[src/design/skri_pkg.sv]
// shared types and constants for the sorted key reference index
// used by skri_cell, skri_grp and sorted_key_reference_index
`default_nettype none

package skri_pkg;

    localparam int KEY_W    = 32;
    localparam int REF_W    = 64;
    localparam int RANK_W   = 8;
    localparam int COUNT_W  = 9;
    localparam int GRP_SIZE = 16;
    localparam int GRP_IW   = $clog2(GRP_SIZE);

    // request kinds
    typedef enum logic [1:0] {
        FUNC_FIND   = 2'd0,
        FUNC_ADD    = 2'd1,
        FUNC_REMOVE = 2'd2,
        FUNC_UPDATE = 2'd3
    } func_t;

    // result status codes
    typedef enum logic [1:0] {
        ST_DONE      = 2'd0,
        ST_NOT_FOUND = 2'd1,
        ST_PRESENT   = 2'd2,
        ST_FULL      = 2'd3
    } status_t;

    // edit broadcast to every cell of the row
    typedef struct packed {
        logic insert;
        logic remove;
        logic update;
    } cell_cmd_t;

    // partial lookup result of one group of cells
    typedef struct packed {
        logic              found;
        logic [RANK_W-1:0] rank;
        logic [REF_W-1:0]  ref_val;
    } grp_res_t;

endpackage

`default_nettype wire

[src/design/skri_grp.sv]
// reduces the compare flags of one group of cells to a registered
// found flag, rank and reference; uses skri_pkg
`default_nettype none

module skri_grp (
    input  wire logic                                                 clk,
    input  wire logic                                                 en,
    input  wire logic [skri_pkg::RANK_W-1:0]                          base,
    input  wire logic [skri_pkg::GRP_SIZE-1:0]                        bnd,
    input  wire logic [skri_pkg::GRP_SIZE-1:0]                        eq,
    input  wire logic [skri_pkg::GRP_SIZE-1:0][skri_pkg::REF_W-1:0]   refs,
    output skri_pkg::grp_res_t                                        res
);

    skri_pkg::grp_res_t           res_reg;
    skri_pkg::grp_res_t           res_next;
    logic [skri_pkg::GRP_IW-1:0]  rank_lo;

    // or-reduce the one-hot boundary and match flags
    always_comb
    begin
        rank_lo          = '0;
        res_next.found   = 1'b0;
        res_next.ref_val = '0;
        for (int j = 0; j < skri_pkg::GRP_SIZE; j++)
        begin
            if (bnd[j])
            begin
                rank_lo = rank_lo | skri_pkg::GRP_IW'(j);
            end
            if (eq[j])
            begin
                res_next.found   = 1'b1;
                res_next.ref_val = res_next.ref_val | refs[j];
            end
        end
        res_next.rank = (|bnd) ? (base | skri_pkg::RANK_W'(rank_lo)) : '0;
    end

    always_ff @(posedge clk)
    begin
        if (en)
        begin
            res_reg <= res_next;
        end
    end

    assign res = res_reg;

endmodule

`default_nettype wire

[config.mk]
export PLATFORM = sky130hd
export DESIGN_NAME = skri_grp
export DESIGN_NICKNAME = d
export VERILOG_FILES = /design/src/design/skri_pkg.sv /design/src/design/skri_grp.sv
export SDC_FILE = /design/constraint.sdc
export NUM_CORES = 1
export LEC_CHECK = 0
export ABC_AREA = 1
export BUFFER_PORTS_ARGS = -buffer_cell sky130_fd_sc_hd__buf_2
export CORE_AREA = 3 3 442 444
export DETAILED_ROUTE_END_ITERATION = 16
export DIE_AREA = 0 0 445 447
export PLACE_DENSITY = 0.3
export SYNTH_ARGS = -nofsm -noshare
export SYNTH_HDL_FRONTEND = slang
export SYNTH_SLANG_ARGS = --single-unit
[constraint.sdc]
create_clock -name clk -period 1.4 [get_ports clk]
set_clock_uncertainty 0.2 [all_clocks]
set_input_delay 0.21 -clock clk [delete_from_list [all_inputs] [get_ports clk]]
set_output_delay 0.21 -clock clk [all_outputs]
set_load 0.02 [all_outputs]
=== Word level (Yosys, flattened, before mapping) ===
Cells that the tools add are included.

* Register bits after elaboration: 73
* Latch bits: 0
* Memory bits (writable): 0
* Bits in read-only memories: 0
* Bits of input ports: 1066
* Output and inout bits: 73
* Word-level logic and storage cells: 53
* Memories: 0

* Add/sub/neg operators: 0
* $mul: 0
* Divide/modulo/power cells: 0
* Magnitude comparators: 0
* Equal/unequal tests: 0
* Shift operators: 0
* Mux-type cells: 32
* Bitwise logic cells: 16
* Reduce and logical (&&, ||, !) cells: 2

{| class="wikitable"
|+ Operator list
! kind !! number
|-
| 64-bit 2-to-1 mux || 16
|-
| 64-bit bitwise OR || 15
|-
| 4-bit 2-to-1 mux || 8
|-
| 16-bit OR reduction || 1
|-
| 15-bit OR reduction || 1
|-
| 3-bit 2-to-1 mux || 4
|-
| 8-bit by 4-bit bitwise OR with 8-bit output || 1
|-
| 2-bit 2-to-1 mux || 2
|-
| 1-bit 2-to-1 mux || 2
|}

=== Longest topological paths before layout ===
* Depth in word-level cells: 31
* Gate-level depth with buffers: 8
* Depth with buffers taken out: 6

=== Worst setup path after synthesis ===
Ideal clock, no wire load.

* Kind: input to register
* From: input bnd[6] (netlist name)
* To: register res_reg, in the netlist res[64], data pin
* Library setup time: 268 ps
* Arrival time: 780 ps
* Data required time: 932 ps
* Setup slack: 153 ps
* Stages: 4
* Path buffers: 0
* Path through: nor2_1 > nand2_1 > nor2_1 > a21oi_1

* Longest elaborated chain between the ends: 1

{| class="wikitable"
|+ Ends and longest elaborated chain
! what !! line !! RTL
|-
| start, declared || skri_grp.sv:9 || <nowiki>input wire logic [skri_pkg::GRP_SIZE-1:0] bnd,</nowiki>
|-
| 16-bit OR reduction || skri_grp.sv:37 || <nowiki>res_next.rank = (|bnd) ? (base | skri_pkg::RANK_W'(rank_lo)) : '0;</nowiki>
|-
| end signal, assigned || skri_grp.sv:44 || <nowiki>res_reg <= res_next;</nowiki>
|-
| end, declared || skri_grp.sv:15 || <nowiki>skri_pkg::grp_res_t res_reg;</nowiki>
|}

No other way between the ends.
A chain may end at the register's enable or synchronous reset.

=== Worst setup path after layout ===
* From: register res_reg, in the netlist res[62]
* To: output res[62] (netlist name)

{| class="wikitable"
|+ RTL lines
! what !! line !! RTL
|-
| end, declared || skri_grp.sv:12 || <nowiki>output skri_pkg::grp_res_t res</nowiki>
|}

No word-level cell between the ends.

==> run_results.csv <==
group,metric,value,unit
run_status,status,"finished, violations left",
run_status,violations,"setup timing",
placed_design,dp_worst_setup_slack,-622.3,ps
global_route,grt_pass1_vias,21710,
clock_tree,cts_tree,"built",
run,drv_cap,0,
synthesis,syn_area,0.01010,mm^2
clock_tree,clk_path_buf_depth,2,
timing,grt_setup_unrepaired,"true",
timing,setup_viol,51,
floorplan,dieArea,0.1989,mm^2
hold_path,hold_start,"refs[969]",
placed_design,hpwl,169000,um
clock_tree,cts_buffers,9,
synthesis,synth_cells,1969,
global_route,grt_pass1_wl,232800,um
floorplan,fp.dieH,447,um
timing,finalMaxSlewViolations,0,
finish,area_growth,155.2,%
timing,tns,-3383,ps
timing,hold_ws,62.48,ps
critical_path,cp_num_cells,1,
global_route,grt_usage,18.21,%
clock_tree,cts_root_buf,"clkbuf_16",
clock_tree,clk_pin_slew,100,ps
floorplan,design.core.area,0.1920,mm^2
clock_tree,cts_sinks,73,
finish,largest_reg_flops,73,
floorplan,start_util,5.262,%
floorplan,std_cell_rows,161,
timing,worst_pin_slew,550.1,ps
detailed_routing,totalWireLength,189200,um
detailed_routing,wire_per_inst,30.41,um
detailed_routing,vias,21300,
timing,fin_crit_sh,120.3,%
synthesis,synth-seq-area-share,21.70,%
floorplan,die_w,445,um
placed_design,gp_congestion,0.9642,
detailed_routing,ant_nets,0,
detailed_routing,viasPerCell,3.425,
finish,final_cell_area,0.02578,mm^2
power_and_ir_drop,leakagePower,12.93,nW
critical_path,endpoint_kind,"output pin",
global_route,grt_max_degree,25,
global_route,grt_remaining_overflow,0,
detailed_routing,drc,0,
critical_path,crit_family,"flip-flops",
critical_path,cp_cell_sequence,"buf_6",
critical_path,path_max_fanout,1,
timing,hold_viol,0,
clock_tree,h-tree-depth,3,
timing,relSlewSlack,63.33,%
synthesis,ys.warnings.count,0,
detailed_routing,drt-initial-drc-count,1969,
power_and_ir_drop,peakVddDrop,0.0007069,V
timing,worst_slack,-283.8,ps
placed_design,place_area,0.02054,mm^2
power_and_ir_drop,powerDensity,521.1,mW/mm^2
finish,final_nets,4714,
hold_path,hold_path_depth,5,
critical_path,cpMaxStageDelayCell,"edfxtp_1",
critical_path,critical_path.startpoint,"res[62]$_DFFE_PP_",
synthesis,syn_nets,3035,
floorplan,io_pins,1139,
detailed_routing,firstDrtPassIters,5,
placed_design,io_buffers,1138,
timing,fmax,0.5939,GHz
critical_path,cpPeakStageDelay,600,ps
synthesis,synth_cell_types,13,
synthesis,synth_seq_cells,73,
finish,final_cell_mix,"1,289 x nand2_1, 1,048 x buf_2, 416 x dlygate4sd3_1, 192 x nand4_1, 183 x buf_4",
critical_path,crit_buf_inv,1,
critical_path,critPathRequiredTime,990,ps
hold_path,min_path_type,"in -> reg",
timing,period_needed,1684,ps
finish,final_common_cell,"nand2_1",
synthesis,avgSynthCellArea,5.131,um^2
critical_path,crit_type,"reg -> out",
global_route,antenna_found_initial,141,
finish,layout-drive-gt1-share,38.22,%
critical_path,start_kind,"flop",
critical_path,cp.arrival,1270,ps
-- where the power goes --
group / internal, mW / switching [mW] / leakage [nW]
Sequential: 2.53 / 0.121 / 0.735
Clock: 1.56 / 1.56 / 0.154
Combinational: 3.32 / 4.34 / 12.0
-- metal layers --
metal | wire [um] | track usage [%]
met4 | 4055 | 3.907
met1 | 83630 | 24.12
met3 | 11020 | 3.093
met5 | 289 | 0
met2 | 90170 | 30.81
-- metrics by stage --
stage | total power [mW] | util, % | cells
4_1_cts | 13.78 | 13.33 | 6179
6_report | 13.43 | 13.43 | 6220
2_1_floorplan | 4.483 | - | 1969
3_3_place_gp | 9.200 | 10.70 | 5740
5_1_grt | 14.16 | 13.40 | 6201
3_5_place_dp | 9.116 | 10.70 | 5740
-- final timing paths --
| check | to | slack [ps] |
|---|---|---|
| worst max-delay path | res[62] | -280 |
| worst min-delay path | res[9]$_DFFE_PP_ | 60 |
-- area by class of cell --
| class | count | area, um^2 |
|---|---|---|
| antenna | 41 | 102.6 |
| clock inverter | 6 | 82.58 |
| tap | 2526 | 3161 |
| fill | 22780 | 166200 |
| timing repair buffer | 1780 | 12760 |
| multi-input combinational | 1649 | 6746 |
| clock buffer | 10 | 229.0 |
| inverter | 135 | 506.7 |
| sequential | 73 | 2192 |
-- cells in the mapped netlist --
cell type | n | share of area (%)
nor2_1 | 154 | 5.7
a21oi_1 | 7 | 0.35
inv_1 | 135 | 5.0
edfxtp_1 | 73 | 22
nand2_1 | 1291 | 48
nand3_1 | 3 | 0.15
clkbuf_1 | 9 | 0.33
buf_6 | 24 | 2.7
buf_4 | 7 | 0.52
o21ai_0 | 1 | 0.049
nand4_1 | 192 | 12
buf_2 | 72 | 3.6
nor2_2 | 1 | 0.062
-- cell families after synthesis --
kind of cell / Yosys count / synth area share, %
simple gates: 1641 / 65.79
compound gates: 8 / 0.3963
buf+inv: 247 / 12.11
flops: 73 / 21.70
-- what timing repair did --
item                                    CTS  global route
hold buffers                            417             0
buffers inserted                          5             0
resized for setup                       155            23
gates cloned                              1             1
endpoints found under the setup margin   84           136
endpoints found under the hold margin    69             0
pin swaps                                 6             3
Power figures use the tool's default switching activity.
